===== config.mk =====
export PLATFORM = sky130hd
export DESIGN_NAME = rbfo_ctrl
export DESIGN_NICKNAME = d
export VERILOG_FILES = /design/src/sv/rbfo_pkg.sv /design/src/sv/rbfo_ctrl.sv
export SDC_FILE = /design/constraint.sdc
export NUM_CORES = 1
export LEC_CHECK = 0
export ABC_AREA = 1
export BUFFER_PORTS_ARGS = -buffer_cell sky130_fd_sc_hd__buf_4
export CAP_MARGIN = 20
export CORE_AREA = 10 10 47 49
export DETAILED_ROUTE_END_ITERATION = 6
export DIE_AREA = 0 0 57 59
export GPL_TIMING_DRIVEN = 0
export PLACE_DENSITY = 0.64
export SYNTH_ARGS = -nofsm -noshare
export SYNTH_HDL_FRONTEND = slang
export SYNTH_SLANG_ARGS = --single-unit

===== constraint.sdc =====
create_clock -name clk -period 1.32 [get_ports clk]
set_input_delay 0.33 -clock clk [delete_from_list [all_inputs] [get_ports clk]]
set_output_delay 0.33 -clock clk [all_outputs]
set_load 0.1 [all_outputs]

===== src/sv/rbfo_pkg.sv =====
// Shared types, constants and controller interface of the booking checker.
`default_nettype none

package rbfo_pkg;

	// Default sizing of the stores.
	localparam int DEF_MAX_DAYS    = 1024;
	localparam int DEF_MAX_ORDERS  = 1024;
	localparam int DEF_AMOUNT_BITS = 30;

	// Fixed field widths.
	localparam int NUM_DAYS_W = 11;
	localparam int DAY_W      = 10;
	localparam int FFO_W      = 11;

	localparam logic [NUM_DAYS_W-1:0] NUM_DAYS_RESET = 11'd1024;

	// Register word index on the configuration port.
	localparam logic REG_NUM_DAYS = 1'b0;

	// Request opcodes.
	localparam logic OP_CAPACITY = 1'b0;
	localparam logic OP_ORDER    = 1'b1;

	typedef enum logic [3:0] {
		ST_IDLE,
		ST_CHECK,
		ST_CLEAR,
		ST_ORD_RD,
		ST_F_RD,
		ST_F_WR,
		ST_L_RD,
		ST_L_WR,
		ST_SCAN,
		ST_SCAN_END,
		ST_DECIDE,
		ST_DONE
	} rbfo_state_t;

	// Commands from the controller to the datapath.
	typedef struct packed {
		logic init_search;
		logic set_mid;
		logic clear_wr;
		logic idx_rst;
		logic ord_rd;
		logic f_rd;
		logic f_wr;
		logic l_rd;
		logic l_wr;
		logic oi_inc;
		logic scan_rd;
		logic decide;
		logic load_result;
	} rbfo_cmd_t;

	// Status from the datapath to the controller.
	typedef struct packed {
		logic final_req;
		logic search_go;
		logic idx_last;
		logic order_empty;
		logic order_last;
		logic fail;
		logic out_free;
	} rbfo_status_t;

endpackage

`default_nettype wire


===== src/sv/rbfo_ctrl.sv =====
// Sequencer of the binary search: clear, order accumulation and day scan per probe.
`default_nettype none

module rbfo_ctrl
	import rbfo_pkg::*;
(
	input  wire logic         clk,
	input  wire logic         arst_n,
	input  wire rbfo_status_t status,
	output rbfo_cmd_t         cmd,
	output logic              in_ready
);

	rbfo_state_t state_q;
	rbfo_state_t state_d;

	// State register.
	always_ff @(posedge clk or negedge arst_n) begin
		if (!arst_n) begin
			state_q <= ST_IDLE;
		end else begin
			state_q <= state_d;
		end
	end

	// Next state.
	always_comb begin
		state_d = state_q;
		case (state_q)
			ST_IDLE: begin
				if (status.final_req) state_d = ST_CHECK;
			end
			ST_CHECK: begin
				state_d = status.search_go ? ST_CLEAR : ST_DONE;
			end
			ST_CLEAR: begin
				if (status.idx_last) state_d = ST_ORD_RD;
			end
			ST_ORD_RD: begin
				state_d = ST_F_RD;
			end
			ST_F_RD: begin
				if (status.order_empty) begin
					state_d = status.order_last ? ST_SCAN : ST_ORD_RD;
				end else begin
					state_d = ST_F_WR;
				end
			end
			ST_F_WR: begin
				state_d = ST_L_RD;
			end
			ST_L_RD: begin
				state_d = ST_L_WR;
			end
			ST_L_WR: begin
				state_d = status.order_last ? ST_SCAN : ST_ORD_RD;
			end
			ST_SCAN: begin
				if (status.fail) begin
					state_d = ST_DECIDE;
				end else if (status.idx_last) begin
					state_d = ST_SCAN_END;
				end
			end
			ST_SCAN_END: begin
				state_d = ST_DECIDE;
			end
			ST_DECIDE: begin
				state_d = ST_CHECK;
			end
			ST_DONE: begin
				if (status.out_free) state_d = ST_IDLE;
			end
			default: begin
				state_d = ST_IDLE;
			end
		endcase
	end

	// Command outputs.
	always_comb begin
		cmd      = '0;
		in_ready = 1'b0;
		case (state_q)
			ST_IDLE: begin
				in_ready         = 1'b1;
				cmd.init_search  = status.final_req;
			end
			ST_CHECK: begin
				cmd.set_mid = status.search_go;
			end
			ST_CLEAR: begin
				cmd.clear_wr = 1'b1;
				cmd.idx_rst  = status.idx_last;
			end
			ST_ORD_RD: begin
				cmd.ord_rd = 1'b1;
			end
			ST_F_RD: begin
				if (status.order_empty) begin
					cmd.oi_inc = !status.order_last;
				end else begin
					cmd.f_rd = 1'b1;
				end
			end
			ST_F_WR: begin
				cmd.f_wr = 1'b1;
			end
			ST_L_RD: begin
				cmd.l_rd = 1'b1;
			end
			ST_L_WR: begin
				cmd.l_wr   = 1'b1;
				cmd.oi_inc = !status.order_last;
			end
			ST_SCAN: begin
				cmd.scan_rd = !status.fail;
			end
			ST_SCAN_END: begin
				cmd = '0;
			end
			ST_DECIDE: begin
				cmd.decide = 1'b1;
			end
			ST_DONE: begin
				cmd.load_result = status.out_free;
			end
			default: begin
				cmd = '0;
			end
		endcase
	end

endmodule

`default_nettype wire


==> impl_table.tex <==
\begin{tabular}{lr}
\hline
Metric & Value \\
\hline
\multicolumn{2}{l}{\textbf{Outcome}} \\
\quad Status & finished with violations \\
\quad Violated checks & negative setup slack \\
\multicolumn{2}{l}{\textbf{STA}} \\
\quad Least-Margin Pin Slew & 0.2461 ns \\
\quad Final critical-path setup slack & -0.3805 ns \\
\quad Summed negative setup slack over all endpoints & -4.834 ns \\
\quad Count of final max-slew check failures & 0 \\
\quad Count of endpoints failing hold in the final timing report & 0 \\
\quad Final setup violation count & 18 \\
\quad Clock period minus final worst setup slack & 1.701 ns \\
\quad Upper clock frequency limit & 588.1 MHz \\
\quad Worst clock skew on the final layout & 0.006398 ns \\
\quad RSZ-0062 raised after global routing & yes \\
\quad Period utilisation layout & 128.8\% \\
\quad Slew headroom & 83.59\% \\
\multicolumn{2}{l}{\textbf{Critical path}} \\
\quad Family of cells with the greatest summed delay on the critical path & flip-flops \\
\quad Minimum setup slack among reg-to-reg paths & -0.07 ns \\
\quad Crit path kind & reg -> out \\
\quad Worst path bufs/invs & 1 \\
\quad Data arrival, critical path & 1.37 ns \\
\quad Required time of the critical path & 0.99 ns \\
\quad Max FO, Critical Path & 8 \\
\quad Crit start category & flip-flop \\
\quad Slowest cell on the critical path & dfrtp\_2 \\
\quad Longest individual stage delay on the worst path & 0.49 ns \\
\quad Critical path's most frequent cell & nor2\_4 \\
\quad Critical Path Sink Type & output pin \\
\quad Critical-path cell list & nor2\_4, nand2\_2, nor2\_4, buf\_12 \\
\multicolumn{2}{l}{\textbf{Synth}} \\
\quad Warnings, synthesis & 0 \\
\quad Cell types with the largest area share after synthesis & nand2\_1 (25\%), dfrtp\_1 (23\%), nor2\_1 (18\%) \\
\quad Area share of and/or/nand/nor cells after synthesis & 58.00\% \\
\quad Synthesized area per cell & 5.152 µm² \\
\quad Number of synthesized register bits & 4 \\
\quad Largest family of logic cells by synthesized area & simple AND/OR/NAND/NOR gates \\
\quad Multiplexer share of the synthesized area & 0\% \\
\quad Number of instances in the synthesized netlist & 85 \\
\quad Sequential element share of the synthesized area & 22.86\% \\
\quad Proportion of netlist area held by the largest area contributor & 24.86\% \\
\quad Complex-gate fraction of the synthesized area & 6.286\% \\
\quad Post-Synthesis Net Count & 94 \\
\quad Distinct cell type count after synthesis & 12 \\
\quad Netlist area before placement & 437.9 µm² \\
\quad Top cell type by total area after synthesis & nand2\_1 \\
\quad Synthesized-area fraction occupied by xor and xnor cells & 0\% \\
\quad Adder and majority cell fraction of the synthesized area & 0\% \\
\multicolumn{2}{l}{\textbf{Routing}} \\
\quad Total iterations of the first detailed-routing run & 4 \\
\quad Total vias in the final route & 660 \\
\quad Detailed router's first-iteration violation count & 15 \\
\quad Number of remaining DRC errors & 0 \\
\quad Per-cell routed wire length & 14.38 µm \\
\quad Wirelength, routed & 1970 µm \\
\quad Average vias per placed instance & 4.818 \\
\quad Remaining antenna violation count after routing & 0 \\
\multicolumn{2}{l}{\textbf{Floorplanning}} \\
\quad Core Box Area & 1401 µm² \\
\quad Placement row count & 14 \\
\quad Die H & 59 µm \\
\quad Floorplan die area & 3363 µm² \\
\quad Chip Width & 57 µm \\
\quad Top-Level Pins & 23 \\
\quad Starting density of the core & 31.25\% \\
\multicolumn{2}{l}{\textbf{Cells and area}} \\
\quad Number of antenna diodes & 0 \\
\quad Finished Core Util & 82.77\% \\
\quad NumNets Final & 131 \\
\quad Largest register by flop count & state\_q \\
\quad Ratio of cells with drive above 1 in the final layout & 65.29\% \\
\quad Largest registers ranked by flip-flop count & state\_q (4) \\
\quad Max FFs per register & 4 \\
\quad Area Growth Syn to Fin & 164.9\% \\
\multicolumn{2}{l}{\textbf{Clock tree}} \\
\quad H-tree lvl count & 1 \\
\quad Clock network latency to the later pin of the worst-skew pair & 0.23 ns \\
\quad Clock buffer count from CTS & 3 \\
\quad CTS tree & done \\
\quad Clock transition at the registers of the reported paths & 0.04 ns \\
\quad Root buffer cell & clkbuf\_4 \\
\quad Clk sink count & 4 \\
\quad Clock Path Buffers & 2 \\
\multicolumn{2}{l}{\textbf{Pwr}} \\
\quad Internal power of the cells & 0.001151 W \\
\quad Power density over the cells & 2501 nW/µm² \\
\quad Fraction of power spent switching nets & 60.33\% \\
\quad Fraction of power consumed by combinational cells & 82.2\% \\
\quad Overall power consumption & 0.002901 W \\
\quad Net load switching power & 0.001750 W \\
\quad Largest vdd supply drop & 1609 µV \\
\quad Relative contribution of the clock network to total power & 5.6\% \\
\quad Leakage power total & 0.5338 nW \\
\quad Fraction of power consumed by sequential logic & 12.1\% \\
\multicolumn{2}{l}{\textbf{Hold path}} \\
\quad Tightest Hold Check Type & in -> reg \\
\multicolumn{2}{l}{\textbf{Global route}} \\
\quad Global-route wire length before repair & 2904 µm \\
\quad Antenna violations before repair & 0 \\
\quad Congestion Overflow GR & 0 \\
\quad Maximum number of pins on one net before global-route repair & 9 \\
\quad GR Util met1 & 10.80\% \\
\quad Number of global-route vias before repair & 684 \\
\quad Met2 routing resource usage after global routing & 19.07\% \\
\quad All-layer global routing usage & 10.33\% \\
\quad Met3 track utilization from global routing & 1.931\% \\
\quad Most used routing layer in global routing & met2 \\
\multicolumn{2}{l}{\textbf{Place}} \\
\quad Setup WS pre-CTS & -0.3567 ns \\
\quad Routability Congestion & 0.8069 \\
\quad Total half-perimeter wirelength after legalization and detailed placement & 1288 µm \\
\quad Port Buffer Count & 22 \\
\multicolumn{2}{l}{\textbf{Run}} \\
\quad Maxcap violations & 0 \\
\hline
\end{tabular}
cell usage in the layout, fill, tap and decap left out, drive strengths merged:
master,instances
buf,31
clkbuf,4
clkinvlp,3
dfrtp,4
dlygate4sd3,1
inv,12
nand2,31
nand3,4
nor2,22
nor3,2
nor4,1
o21ai,4
o21bai,1
or3,1
kinds of logic (layout without fill, tap and decap cells):
| kind of cell | after synthesis | after routing |
|---|---|---|
| AND/OR/NAND/NOR | 61 | 61 |
| AO/OA/AOI/OAI | 5 | 5 |
| buffers and inverters | 15 | 51 |
| flip-flops | 4 | 4 |
final cells by class:
| type | instances | area [µm²] |
|---|---|---|
| multi-input cells | 66 | 500.5 |
| repair buffers | 32 | 432.9 |
| fillers | 84 | 241.5 |
| flip-flops and latches | 4 | 105.1 |
| inverters | 15 | 75.07 |
| clock buffers | 4 | 26.28 |
| well taps | 16 | 20.02 |
worst paths after layout:
kind | endpoint | startpoint | cells past startpoint
worst max-delay path | cmd[7] | state_q[1] | 4
worst min-delay path | state_q[0] | status[0] | 4
worst max register to register | state_q[2] | state_q[1] | 5
worst min register to register | state_q[1] | state_q[1] | 2
max in group asynchronous | state_q[2] | arst_n | 2
min in group asynchronous | state_q[0] | arst_n | 2
tightest hold or removal path, stage by stage:
cell and delay (ns):
buf_4 0.08, inv_1 0.06, nand2_1 0.08, nand2_1 0.05
power groups by stage:
stage	clock network, W	logic [W]	registers [W]
after floorplan	0	0.00142	0.000284
after global placement	0	0.00171	0.000298
final	0.000163	0.00239	0.000353
after CTS	0.000171	0.00218	0.000332
after detailed placement	0	0.00171	0.000300
after global routing	0.000174	0.00252	0.000364
Yosys cell counts:
| cell type | count |
|---|---|
| nor2_1 | 21 |
| nor3_1 | 2 |
| o21bai_1 | 1 |
| or3_1 | 1 |
| nor2_4 | 1 |
| nand2_2 | 2 |
| nand3_1 | 4 |
| dfrtp_1 | 4 |
| nor4_1 | 1 |
| nand2_1 | 29 |
| inv_1 | 15 |
| o21ai_0 | 4 |
per-stage QoR:
step	area (µm²)	std cells	hold WS [ns]
after floorplan	583.1	85	0.03441
after global placement	768.2	123	0.1260
after detailed placement	768.2	123	0.1257
after CTS	1086	135	0.4054
after global routing	1160	137	0.4385
final	1160	137	0.3992
per-layer routing:
metal / vias up / wire length [µm] / share of wire, %
li1: 330 / - / -
met1: 301 / 723 / 37
met2: 21 / 1079 / 55
met3: 8 / 108 / 5.5
met4: 0 / 59 / 3.0
met5: - / 0 / 0
timing repair:
item                                    4_1_cts  5_1_grt
setup buffers                                 7        2
hold buffers                                  1        0
pin swaps                                     8        7
endpoints found under the setup margin       17       18
hold endpoints to repair                      4        0
gates resized for setup                      55       17
Power figures use the tool's default switching activity.
